**config.mk**
```make
export PLATFORM = sky130hd
export DESIGN_NAME = swm_cell
export DESIGN_NICKNAME = d
export VERILOG_FILES = /design/src/hdl/swm_pkg.sv /design/src/hdl/swm_cell.sv
export SDC_FILE = /design/constraint.sdc
export NUM_CORES = 1
export LEC_CHECK = 0
export BUFFER_PORTS_ARGS = -buffer_cell sky130_fd_sc_hd__buf_2
export CAP_MARGIN = 0
export CORE_ASPECT_RATIO = 0.7
export CORE_MARGIN = 2
export CORE_UTILIZATION = 36
export DETAILED_ROUTE_END_ITERATION = 6
export HOLD_SLACK_MARGIN = 0.03
export PLACE_DENSITY = 0.76
export SYNTH_ARGS = -nofsm -noshare
export SYNTH_HDL_FRONTEND = slang
export SYNTH_SLANG_ARGS = --single-unit
```
**constraint.sdc**
```tcl
create_clock -name i_clk -period 1.25 [get_ports i_clk]
set_input_delay 0.3125 -clock i_clk [delete_from_list [all_inputs] [get_ports i_clk]]
set_output_delay 0.3125 -clock i_clk [all_outputs]
set_load 0.02 [all_outputs]
```
**src/hdl/swm_pkg.sv**
```systemverilog
// Shared constants and types for the sliding window maximum filter.
package swm_pkg;

    // Sample and window geometry.
    localparam int SAMPLE_W   = 32;
    localparam int WINDOW_MAX = 32;
    localparam int SIZE_W     = 6;
    localparam int FILL_W     = $clog2(WINDOW_MAX + 1);
    localparam int LEVELS     = (WINDOW_MAX > 1) ? $clog2(WINDOW_MAX) : 1;
    localparam int TREE_N     = 1 << LEVELS;

    typedef logic signed [SAMPLE_W-1:0] t_sample;

    // Most negative sample; it never wins a compare against a real sample.
    localparam t_sample SAMPLE_MIN = {1'b1, {(SAMPLE_W-1){1'b0}}};

endpackage

```
**src/hdl/swm_cell.sv**
```systemverilog
// One window cell: holds a sample, passes it on, and offers it to the max tree.
module swm_cell (
    input  logic              i_clk,
    input  logic              i_shift,
    input  swm_pkg::t_sample  i_prev,
    input  logic              i_in_window,
    output swm_pkg::t_sample  o_data,
    output swm_pkg::t_sample  o_cand
);

    swm_pkg::t_sample r_data;
    swm_pkg::t_sample n_data;

    // The cell takes its neighbor's sample whenever a request is accepted.
    always_comb begin
        n_data = i_shift ? i_prev : r_data;
    end

    always_ff @(posedge i_clk) begin
        r_data <= n_data;
    end

    // The candidate is the value after the shift, or the floor when out of the window.
    assign o_cand = i_in_window ? n_data : swm_pkg::SAMPLE_MIN;
    assign o_data = r_data;

endmodule

```
==> flow_metrics.env <==
export IMPL_status="finished with violations"
export IMPL_violations="negative setup slack"
export IMPL_clk_latency_ns=0.27
export IMPL_dpl_cell_count=251
export IMPL_end_kind="output pin"
export IMPL_ios=99
export IMPL_drtAntennaViolNets=0
export IMPL_drv_slew=0
export IMPL_root_buffer="clkbuf_8"
export IMPL_rows=18
export IMPL_synth_avg_cell_area_um2=13.55
export IMPL_fp_dieW_um=78.77
export IMPL_synth_cell_types=10
export IMPL_fin_cells=265
export IMPL_initial_utilization_pct=38.85
export IMPL_place_hpwl_um=2648
export IMPL_power_density_nw_per_um2=1230
export IMPL_crit_fanout=6
export IMPL_tightest_slew_ns=0.1216
export IMPL_routabilityCongestion=0.7185
export IMPL_hold_buffers=0
export IMPL_netlist_instances=104
export IMPL_drc=0
export IMPL_slew_headroom_pct=91.89
export IMPL_worstPathRequired_ns=0.94
export IMPL_syn_to_final_growth_pct=74.51
export IMPL_largest_register_ffs=32
export IMPL_post_route_period_util_pct=123.6
export IMPL_port_buffers=98
export IMPL_drt_iter0_drc=18
export IMPL_grt_first_pass_wirelength_um=5816
export IMPL_cts_tree="yes"
export IMPL_max_freq_mhz=647.4
export IMPL_hold_path_class="input pin to register"
export IMPL_cts_sinks=32
export IMPL_crit_path_start_kind="input pin"
export IMPL_clk_pin_slew_ns=0.06
export IMPL_met3_usage_pct=4.984
export IMPL_core_um2=3626
export IMPL_setup_viol=32
export IMPL_chipHeight_um=56.34
export IMPL_antenna_found_initial=0
export IMPL_rsz0062_at_grt="yes"
export IMPL_place_ws_ns=-0.4040
export IMPL_utilization_pct=67.81
export IMPL_peakVddDrop_v=0.0007384
export IMPL_wl_um=3681
export IMPL_cap_viol_max_count=0
export IMPL_finClkSkew_ns=0
export IMPL_die_area_um2=4438
export IMPL_syn_nets=139
export IMPL_clock_path_buffers=2
export IMPL_busiest_layer="met2"
export IMPL_cts_buffers=5
export IMPL_wl_per_cell_um=13.89
export IMPL_period_minus_slack_ns=1.545
export IMPL_grt_pass1_vias=1183
export IMPL_yosysWarnings=0
export IMPL_path_class="input pin to output pin"
export IMPL_netlist_area_um2=1409
export IMPL_via_count=1165
export IMPL_fill_cells=281
export IMPL_synth_seq_area_share_pct=45.47
export IMPL_power_leakage_nw=1.284
export IMPL_layout_setup_ws_ns=-0.2947
export IMPL_gr_usage_met2_pct=29.67
export IMPL_h_tree_depth=2
export IMPL_final_hold_violation_count=0
export IMPL_crit_arrival_ns=1.23
export IMPL_grt_max_degree=12
export IMPL_grt_overflow=0
export IMPL_viasPerCell=4.396
export IMPL_drive_above_1_share_pct=87.44
export IMPL_finalNetCount=249
export IMPL_met1_usage_pct=19.67
export IMPL_track_usage_pct=16.96
export IMPL_ys_seq_elements=32
export IMPL_firstDrtPassIters=4
export IMPL_diodes=0
[through the flow]
step	TNS, ns	cell area, um2	total power, W	hold slack (ns)
detailed placement	-10.86	2037	0.002083	0.4795
CTS	-6.920	2391	0.003020	0.2688
global route	-7.331	2459	0.003166	0.2647
global placement	-10.40	2037	0.002072	0.4730
floorplan	-3.027	1493	0.001812	0.4662
finish	-6.792	2459	0.003023	0.2743
[kinds of logic after synthesis]
group	Yosys count	share of synthesized area, %
buffers and inverters	8	6.128
flip-flops	32	45.47
multiplexers	32	33.84
AND/OR/NAND/NOR	32	14.57
[where the power goes]
group,leakage [nW],internal (W),switching (W)
sequential,0.270,0.00114,0.0000574
combinational,0.968,0.000571,0.000470
clock,0.0455,0.000448,0.000340
[path summary, 6_finish.rpt]
check / from / end / slack (ns) / cells past startpoint
worst max-delay path: i_shift / o_cand[31] / -0.29 / 5
worst min-delay path: i_prev[18] / o_data[18]$_DFF_P_ / 0.27 / 2
worst max register to register: o_data[20]$_DFF_P_ / o_data[20]$_DFF_P_ / 0.44 / 2
worst min register to register: o_data[30]$_DFF_P_ / o_data[30]$_DFF_P_ / 0.49 / 1
[cells in the final DEF (no fill, tap or decap)]
cell       count
dfxtp_1       24
buf_6         32
buf_12         4
dfxtp_2        8
buf_2         65
clkbuf_16      1
or2_4          1
clkbuf_8       6
buf_4          6
clkbuf_1       2
mux2_4        32
and2_4        31
buf_16         2
inv_1          1
[routing by layer]
layer  routed length [um]  share of wire (%)  vias to the layer above
met2                 1945                 53                       51
met3                  249                6.8                        3
met4                   16               0.43                        0
met1                 1470                 40                      550
li1                     -                  -                      561
met5                    0                  0                        -
[layout make-up]
type / count / area (um2) / share of cell area (%)
clock buffer: 8 / 90.09 / 3.664
inverter: 1 / 3.754 / 0.1527
multi-input combinational: 64 / 760.7 / 30.94
sequential: 32 / 650.6 / 26.46
tap: 50 / 62.56 / 2.545
timing repair buffer: 110 / 890.9 / 36.23
[cell usage after synthesis]
cell      instances  area [um2]
and2_1           29       181.4
and2_4            2       17.52
buf_12            3       60.06
buf_6             1       11.26
clkbuf_1          3       11.26
dfxtp_1          32       640.6
inv_1             1       3.750
mux2_2            1       11.26
mux2_4           31       465.5
or2_2             1       6.260
[worst max-delay path, stage by stage]
cell and delay [ns]:
buf_12 0.13, buf_12 0.13, mux2_4 0.29, or2_4 0.23, buf_6 0.13
[timing repair]
item,CTS,global route
pin swaps,21,3
resized for setup,66,13
hold endpoints to repair,0,0
buffers inserted,1,2
gates cloned,2,1
endpoints found under the setup margin,32,32
Note: power is estimated with default switching activity, not from simulation.
