### config.mk
export PLATFORM = sky130hd
export DESIGN_NAME = swm_max2
export DESIGN_NICKNAME = d
export VERILOG_FILES = /design/src/hdl/swm_pkg.sv /design/src/hdl/swm_max2.sv
export SDC_FILE = /design/constraint.sdc
export NUM_CORES = 1
export LEC_CHECK = 0
export ABC_AREA = 0
export BUFFER_PORTS_ARGS = -buffer_cell sky130_fd_sc_hd__buf_2
export CORE_MARGIN = 5
export CORE_UTILIZATION = 52
export CTS_CLUSTER_SIZE = 8
export DETAILED_ROUTE_END_ITERATION = 7
export GPL_ROUTABILITY_DRIVEN = 1
export PLACE_DENSITY = 0.91
export SLEW_MARGIN = 20
export SYNTH_ARGS = -nofsm -noshare
export SYNTH_HDL_FRONTEND = slang
export SYNTH_SLANG_ARGS = --single-unit
### constraint.sdc
create_clock -name i_clk -period 7.69 [get_ports i_clk]
set_input_delay 0.769 -clock i_clk [delete_from_list [all_inputs] [get_ports i_clk]]
set_output_delay 0.769 -clock i_clk [all_outputs]
set_load 0.01 [all_outputs]
### src/hdl/swm_pkg.sv
// Shared constants and types for the sliding window maximum filter.
package swm_pkg;

    // Sample and window geometry.
    localparam int SAMPLE_W   = 32;
    localparam int WINDOW_MAX = 32;
    localparam int SIZE_W     = 6;
    localparam int FILL_W     = $clog2(WINDOW_MAX + 1);
    localparam int LEVELS     = (WINDOW_MAX > 1) ? $clog2(WINDOW_MAX) : 1;
    localparam int TREE_N     = 1 << LEVELS;

    typedef logic signed [SAMPLE_W-1:0] t_sample;

    // Most negative sample; it never wins a compare against a real sample.
    localparam t_sample SAMPLE_MIN = {1'b1, {(SAMPLE_W-1){1'b0}}};

endpackage

### src/hdl/swm_max2.sv
// Registered signed maximum of two samples, one node of the comparator tree.
module swm_max2 (
    input  logic              i_clk,
    input  logic              i_en,
    input  swm_pkg::t_sample  i_a,
    input  swm_pkg::t_sample  i_b,
    output swm_pkg::t_sample  o_max
);

    swm_pkg::t_sample r_max;
    swm_pkg::t_sample n_max;

    // Pick the larger value; it loads only when the stage advances.
    always_comb begin
        n_max = (i_b > i_a) ? i_b : i_a;
    end

    always_ff @(posedge i_clk) begin
        if (i_en) begin
            r_max <= n_max;
        end
    end

    assign o_max = r_max;

endmodule

==> impl_metrics.toml, run 1 <==
[sta]
grt_setup_unrepaired = "false"
hold_viol = 0
period_needed_ps = 3558
tightest_slew_ps = 758.8
setup_viol = 0
setup_tns_ps = 0
clock.fmax_mhz = 281.1
slew_headroom_pct = 49.41
finalMaxSlewViolations = 0
fin_crit_sh_pct = 46.26

[critical_path]
critPathLaunchType = "input port"
cp.required_ps = 7720
path_cells = "buf_2 -> inv_1 -> ha_1 -> nand4_2 -> nor4_4 -> nand4_2 -> or3_1 -> o2111ai_1 -> o221a_4 -> mux2_2"
crit_buf_inv = 2
crit_type = "in2reg"
crit_path_top_delay_cell = "o221a_4"
cpLargestDelayFamily = "simple AND/OR/NAND/NOR gates"
cp-end-kind = "flip-flop"
critPathMostFrequentCell = "nand4_2"
worstPathMaxFanout = 32
cp.arrival_ps = 3590
max_stage_delay_ps = 660

[pwr]
power_density_nw_per_um2 = 168.3
p_int_mw = 0.3577
clkPwrFrac_pct = 25.0
vdd.ir_drop.worst_mv = 0.08200
power.share.sequential_pct = 45.1
combinationalPowerShare_pct = 30.0
leakage_nw = 1.562
net-switching-power_mw = 0.1338
swShare_pct = 27.23

[cells_and_area]
antenna_cells = 0
fin_util_pct = 66.61
fillers = 334
drive_gt1_share_pct = 49.29
fin_nets = 379
areaGrowthSynthToFinish_pct = 24.28
ff_latch_area_um2 = 960.9
multi_input_area_um2 = 1201
fin_cells = 334
largest_register_ffs = 32

[logic_synthesis]
yosysSeqAreaShare_pct = 40.89
yosysTopAreaCell = "edfxtp_1"
synthCells = 180
syn_nets = 278
ys_warn_count = 0
synth.distinct_cells = 26
yosys_register_bits = 32
synth.avg_cell_area_um2 = 13.05
yosysTopAreaCellShare_pct = 40.89
synth_area_leaders = "edfxtp_1, mux2_4, ha_1"
netlist_area_um2 = 2350

[clock_tree]
htreeDepth = 2
path_clk_slew_ps = 70
cts_buffers = 5
cts.sinks = 32
post_cts_buffers = 0
cts_resized = 0
cts_root_buf = "clkbuf_8"
ctsHoldBuffers = 0
cts_buffer_depth = 2
cts_tree = "yes"

[grt]
grt_pass1_wl_um = 8128
grt_start_max_net_pins = 33
grt_util_all_layers_pct = 16.60
grt_pass1_vias = 1838
overflow = 0
antenna_found_initial = 0

[route]
top_layer_used = "met4"
num_vias = 1715
routed_wl_um = 4901
wl_met2_um = 2594
first_pass_iters = 5
drtIter0Drc = 56
drc = 0
vias_per_cell = 5.135
wl_met1_um = 1978
wl_met3_um = 292
wire_per_inst_um = 14.67
ant_nets = 0

[place]
dp_cells = 326
dp_hpwl_um = 4010
routabilityCongestion = 0.7425
io_buffer_count = 97

[die]
core_area_um2 = 4384
die_w_um = 77.22
die_height_um = 77.22
initial_core_util_pct = 53.60
dieArea_um2 = 5963
rows = 24
io_pins = 98

[hold_path]
hp-class = "in2reg"

[job]
maxCapViolCount = 0

[outcome]
outcome = "finished clean"
power groups by stage:
stage,combinational [mW],clock [mW],sequential [mW]
floorplan,0.0896,0,0.237
global placement,0.144,0,0.225
detailed placement,0.148,0,0.225
CTS,0.149,0.126,0.222
global route,0.162,0.135,0.223
finish,0.147,0.123,0.221
worst paths after layout:
path    start        end  cells after the start
min   i_a[30]  o_max[30]                      2
max   i_a[31]  o_max[31]                     10
metal layers:
metal,vias up,global-route usage (%)
li1,859,-
met1,802,19.01
met2,50,30.56
met3,4,3.630
met4,0,4.639
met5,-,0
final cells by class:
cell class              instances  share of cell area, %
clock inverters                 1                 0.1285
repair buffers                 97                  16.62
flip-flops and latches         32                  32.90
multi-input cells             111                  41.13
clock buffers                   7                  2.614
inverters                      34                  4.370
well taps                      52                  2.228
cell usage in the layout (no fill, tap or decap):
cell        n
a2111oi_4   1
a21o_1      3
a21oi_1    11
a221o_1     1
a221oi_1    2
and2_0      1
buf_2      97
clkbuf_1    2
clkbuf_8    5
clkinv_1    1
edfxtp_1   32
ha_1       32
inv_1      34
mux2_2      2
mux2_4     30
nand2_1     9
nand3_1     3
nand4_1     3
nand4_2     2
nor2_1      1
nor3_1      1
nor4_1      1
nor4_4      1
o2111ai_1   1
o21a_1      1
o21ai_0     2
o221a_4     1
or2b_1      1
or3_1       1
metrics by stage:
stage                     hold WS, ps  power, mW  worst slack (ps)  instance area (um2)
after floorplan                 881.5     0.3269              4425                 2350
after global placement           1085     0.3689              3929                 2840
after detailed placement         1087     0.3737              3842                 2840
after CTS                       789.4     0.4972              4114                 2920
after global routing            785.7     0.5205              3968                 2920
final                           796.7     0.4915              4132                 2920
synthesized netlist by cell type, drive strengths merged:
master   number
edfxtp       32
nand2         9
a21o          3
a2111oi       1
nor2          1
ha           32
a221oi        2
or2b          1
o221a         1
o2111ai       1
a221o         1
nor4          2
nand4         5
and2          1
or3           1
nor3          1
mux2         32
o21ai         2
a21oi        11
nand3         3
buf           3
inv          34
o21a          1
cell families (layout without fill, tap and decap cells):
family / Yosys count / in the layout / synth area share, %
AOI/OAI and AO/OA: 23 / 23 / 7.615
adders and majority gates: 32 / 32 / 17.04
buffers and inverters: 37 / 139 / 7.987
DFF: 32 / 32 / 40.89
muxes: 32 / 32 / 20.13
and+or+nand+nor: 24 / 24 / 6.336
Power figures use the tool's default switching activity.
==> run 2, diff against run 1 <==
- ABC_AREA: 0 -> 1
- CORE_UTILIZATION: 52 -> 44
- PLACE_DENSITY: 0.91 -> 0.82
- clock period: 7.69 -> 3.15 ns (I/O delays scaled with it)
==> run 2 against run 1 <==
Compared with the run above:
- hold slack got worse by 480 ps
- power rose to 2.5 times the previous value
- clock-buffer cell count did not move
- combinational power rose to 2.6 times the previous value
- flip-flop and latch count did not move
- clock power rose by 150%
- design area rose by 2.5%
- wire length rose by 24%
- area after synthesis rose by 1.5%
- largest cell class unchanged
==> impl_metrics.toml, run 2 <==
[critical_path]
cp-end-kind = "flip-flop"
crit_buf_inv = 3
critPathMostFrequentCell = "nand2_1"
cpLargestDelayFamily = "simple AND/OR/NAND/NOR gates"
path_cells = "buf_2 -> inv_1 -> ha_1 -> nand2_1 -> nor2_2 -> nand2_1 -> inv_1 -> a21oi_1 -> nand2_1 -> nand2_2 -> nand3_4 -> nand2_1 -> nand2_1"
max_stage_delay_ps = 390
worstPathMaxFanout = 32
cp.arrival_ps = 2360
crit_path_top_delay_cell = "nand3_4"
cp.required_ps = 3180
critPathLaunchType = "input port"
crit_type = "in2reg"
path_depth = 13

[pwr]
net-switching-power_mw = 0.3914
p_int_mw = 0.8525
power.share.sequential_pct = 45.0
swShare_pct = 31.47
power_density_nw_per_um2 = 415.6
vdd.ir_drop.worst_mv = 0.1791
leakage_nw = 1.651
clkPwrFrac_pct = 24.3
combinationalPowerShare_pct = 30.7

[logic_synthesis]
syn_nets = 386
synth_edf_count = 32
synth_ff_type = "edfxtp_1"
synth.avg_cell_area_um2 = 8.281
async_flop_share_pct = 0
netlist_area_um2 = 2385
synth.distinct_cells = 19
synth_area_leaders = "edfxtp_1, ha_1, nand2_1"
synthTopCellsByCount = "nand2_1, inv_1, nand4_1"
synth.most_common_cell = "nand2_1"
yosysTopAreaCellShare_pct = 40.29
yosysTopAreaCell = "edfxtp_1"
yosys_register_bits = 32
yosysSeqAreaShare_pct = 40.29
synthCells = 288
ys_warn_count = 0

[route]
drtIter0Drc = 84
drc = 0
num_vias = 2288
vias_per_cell = 5.029
wire_per_inst_um = 13.35
ant_nets = 0
routed_wl_um = 6075
first_pass_iters = 4

[cells_and_area]
final_common_cell = "nand2_1"
largest_register_ffs = 32
antenna_cells = 0
areaGrowthSynthToFinish_pct = 25.50
fillers = 469
final_cell_mix = "nand2_1, buf_2, inv_1"
fin_util_pct = 57.86
fin_nets = 482
drive_gt1_share_pct = 28.83

[sta]
fin_crit_sh_pct = 74.00
period_needed_ps = 2331
tightest_slew_ps = 751.1
slew_headroom_pct = 49.93
hold_viol = 0
whs_ps = 313.7
grt_setup_unrepaired = "false"
setup_viol = 0
clock.fmax_mhz = 429.0
setup_tns_ps = 0
finalMaxSlewViolations = 0

[die]
die_height_um = 83.62
rows = 26
die_w_um = 83.62
initial_core_util_pct = 46.11
io_pins = 98
dieArea_um2 = 6992
core_area_um2 = 5172

[clock_tree]
cts_tree = "yes"
cts.sinks = 32
cts_buffer_depth = 2
cts_root_buf = "clkbuf_8"
path_clk_slew_ps = 70
cts_buffers = 5
htreeDepth = 2
post_cts_buffers = 0
cts_resized = 0
ctsHoldBuffers = 0

[outcome]
outcome = "finished clean"

[grt]
grt_pass1_wl_um = 10280
grt_pass1_vias = 2303
antenna_found_initial = 0
grt_util_all_layers_pct = 17.61
overflow = 0
grt_start_max_net_pins = 33

[hold_path]
hold_depth = 3
hp-class = "in2reg"

[place]
io_buffer_count = 97
routabilityCongestion = 0.8412
dp_hpwl_um = 4766

[job]
maxCapViolCount = 0
run 2: cell count changes in the layout (fill, tap and decap cells not counted), sizes merged, moves of 2 or more:
cell,delta
nand2,+94
mux2,-32
nand4,+29
nor2,+9
inv,+7
buf,+4
a21oi,+3
a21o,-2
a221oi,-2
nor4,-2
run 2: stage by stage:
step	cell area [um2]	cells	setup WS [ps]	total power, mW
floorplan	2385	288	1225	0.8081
global placement	2913	447	618.6	0.9401
detailed placement	2913	447	490.9	0.9532
CTS	2993	455	790.8	1.258
global route	2993	455	578.0	1.333
finish	2993	455	819.1	1.244
run 2: power groups by stage:
stage          clock, mW  sequential, mW  combinational (mW)
2_1_floorplan          0           0.604               0.204
3_3_place_gp           0           0.567               0.373
3_5_place_dp           0           0.569               0.385
4_1_cts            0.312           0.560               0.386
5_1_grt            0.332           0.565               0.436
6_report           0.302           0.559               0.382
run 2: metal layers:
layer	share of wire [%]	track usage, %
met3	6.5	3.751
met5	0	0
met2	51	32.10
met4	0.76	5.117
met1	42	20.60
run 2: cell families (layout without fill, tap and decap cells):
group           after synthesis  count (layout)  synth area share [%]
compound gates               19              19                 4.302
flops                        32              32                 40.29
fa+ha+maj                    32              32                 16.79
simple gates                152             152                 29.01
buf+inv                      53             150                 9.601
run 2: cell type report:
class                           instances  area [um2]  share of cell area [%]
Clock inverter                          1       3.754                  0.1254
Tap cell                               70       87.58                   2.926
Multi-Input combinational cell        203        1195                   39.92
Sequential cell                        32       960.9                   32.11
Inverter                               41       153.9                   5.142
Clock buffer                            7       76.32                   2.550
Timing Repair Buffer                  101       515.5                   17.22
run 2: worst paths after layout:
check	start	end
max	i_a[31]	o_max[20]
min	i_a[4]	o_max[4]
==> run 3, diff against run 2 <==
- CORE_UTILIZATION: 44 -> 49
- PLACE_DENSITY: 0.82 -> 0.86
- clock period: 3.15 -> 2.2 ns (I/O delays scaled with it)
==> run 3 against run 2 <==
Compared with the run above:
- sequential power grew 43%
- hold slack got worse by 89 ps
- non-clock buffer count unchanged
- combinational power up 44%
- critical endpoint is now o_max[26]
- largest cell class unchanged
==> impl_metrics.toml, run 3 (synthesis gave the netlist of run 2 again) <==
[cells_and_area]
drive_gt1_share_pct = 29.09
final_common_cell = "nand2_1"
largest_register_ffs = 32
areaGrowthSynthToFinish_pct = 25.50
fillers = 406
antenna_cells = 0
fin_cells = 452
final_cell_mix = "nand2_1, buf_2, inv_1"
fin_nets = 482

[hold_path]
hp-class = "in2reg"

[route]
routed_wl_um = 5870
ant_nets = 0
drc = 0
wire_per_inst_um = 12.99
drtIter0Drc = 106
first_pass_iters = 4
num_vias = 2227
vias_per_cell = 4.927

[critical_path]
critPathMostFrequentCell = "nand2_1"
path_cells = "buf_2 -> inv_1 -> ha_1 -> nand2_1 -> nor2_2 -> nand2_1 -> nor3b_2 -> nand2_1 -> nand3_2 -> nand3_4 -> nand2_1 -> nand2_1"
cp.required_ps = 2230
cp.arrival_ps = 2020
cp-end-kind = "flip-flop"
max_stage_delay_ps = 350
crit_type = "in2reg"
critPathLaunchType = "input port"
worstPathMaxFanout = 32
crit_path_top_delay_cell = "ha_1"

[sta]
clock.fmax_mhz = 501.5
finalMaxSlewViolations = 0
setup_viol = 0
setup_slack_ps = 205.9
grt_setup_unrepaired = "false"
slew_headroom_pct = 49.74
tightest_slew_ps = 753.9
hold_viol = 0
period_needed_ps = 1994
fin_crit_sh_pct = 90.64
setup_tns_ps = 0

[outcome]
outcome = "finished clean"

[grt]
grt_pass1_wl_um = 9273
antenna_found_initial = 0
grt_pass1_vias = 2101
grt_util_all_layers_pct = 18.11
grt_start_max_net_pins = 33
overflow = 0

[clock_tree]
cts_tree = "yes"
cts_buffer_depth = 2
htreeDepth = 2
cts_root_buf = "clkbuf_8"
cts_buffers = 5
path_clk_slew_ps = 70
ctsHoldBuffers = 0
cts.sinks = 32

[die]
initial_core_util_pct = 50.49
core_area_um2 = 4723
dieArea_um2 = 6362
rows = 25
die_w_um = 79.77
io_pins = 98
die_height_um = 79.77

[pwr]
power_density_nw_per_um2 = 595.9
leakage_nw = 1.651
finalPower_mw = 1.783
vdd.ir_drop.worst_mv = 0.2727

[place]
io_buffer_count = 97
dp_slack_ps = -85.82
dp_hpwl_um = 4440
dp_cells = 444
routabilityCongestion = 0.7851

[job]
maxCapViolCount = 0
-- run 3: changes by cell type in the layout (fill, tap and decap cells not counted) --
cell	delta
a21oi_1	-1
a21oi_2	+1
-- run 3: area by class of cell --
type                    instances  area [um2]  share of cell area (%)
multi-input cells             203        1199                   40.05
flip-flops and latches         32       960.9                   32.11
repair buffers                101       515.5                   17.22
inverters                      41       153.9                   5.142
well taps                      67       83.83                   2.801
clock buffers                   7       76.32                   2.550
clock inverters                 1       3.754                  0.1254
-- run 3: power by group --
group / switching, mW / leakage (nW) / internal [mW]
Clock: 0.209 / 0.0399 / 0.220
Sequential: 0.0193 / 0.312 / 0.783
Combinational: 0.331 / 1.30 / 0.220
-- run 3: timing repair --
item / 4_1_cts / 5_1_grt
endpoints found under the hold margin: 0 / 0
setup buffers: 0 / 0
resized for setup: 0 / 1
endpoints found under the setup margin: 0 / 10
-- run 3: per-stage QoR --
stage	hold WS, ps	area, um2	util, %
finish	225.1	2993	63.36
global route	221.2	2993	63.36
CTS	219.1	2989	63.28
detailed placement	503.3	2909	61.59
global placement	502.8	2909	61.59
floorplan	332.5	2385	-
-- run 3: final timing paths --
path | startpoint | endpoint | cells after the start
worst min-delay path | i_a[9] | o_max[9] | 3
worst max-delay path | i_a[31] | o_max[26] | 12
-- run 3: metal layers --
| metal | vias up | global-route usage [%] | wire length, um |
|---|---|---|---|
| met4 | 0 | 4.730 | 56 |
| met3 | 4 | 3.047 | 409 |
| met2 | 80 | 32.97 | 3019 |
| met1 | 983 | 21.99 | 2384 |
| li1 | 1160 | - | - |
| met5 | - | 0 | 0 |
-- run 3: critical path, delay by kind of cell --
family	cells	cell delay, ps
buf+inv	2	140
simple gates	9	1310
fa+ha+maj	1	350
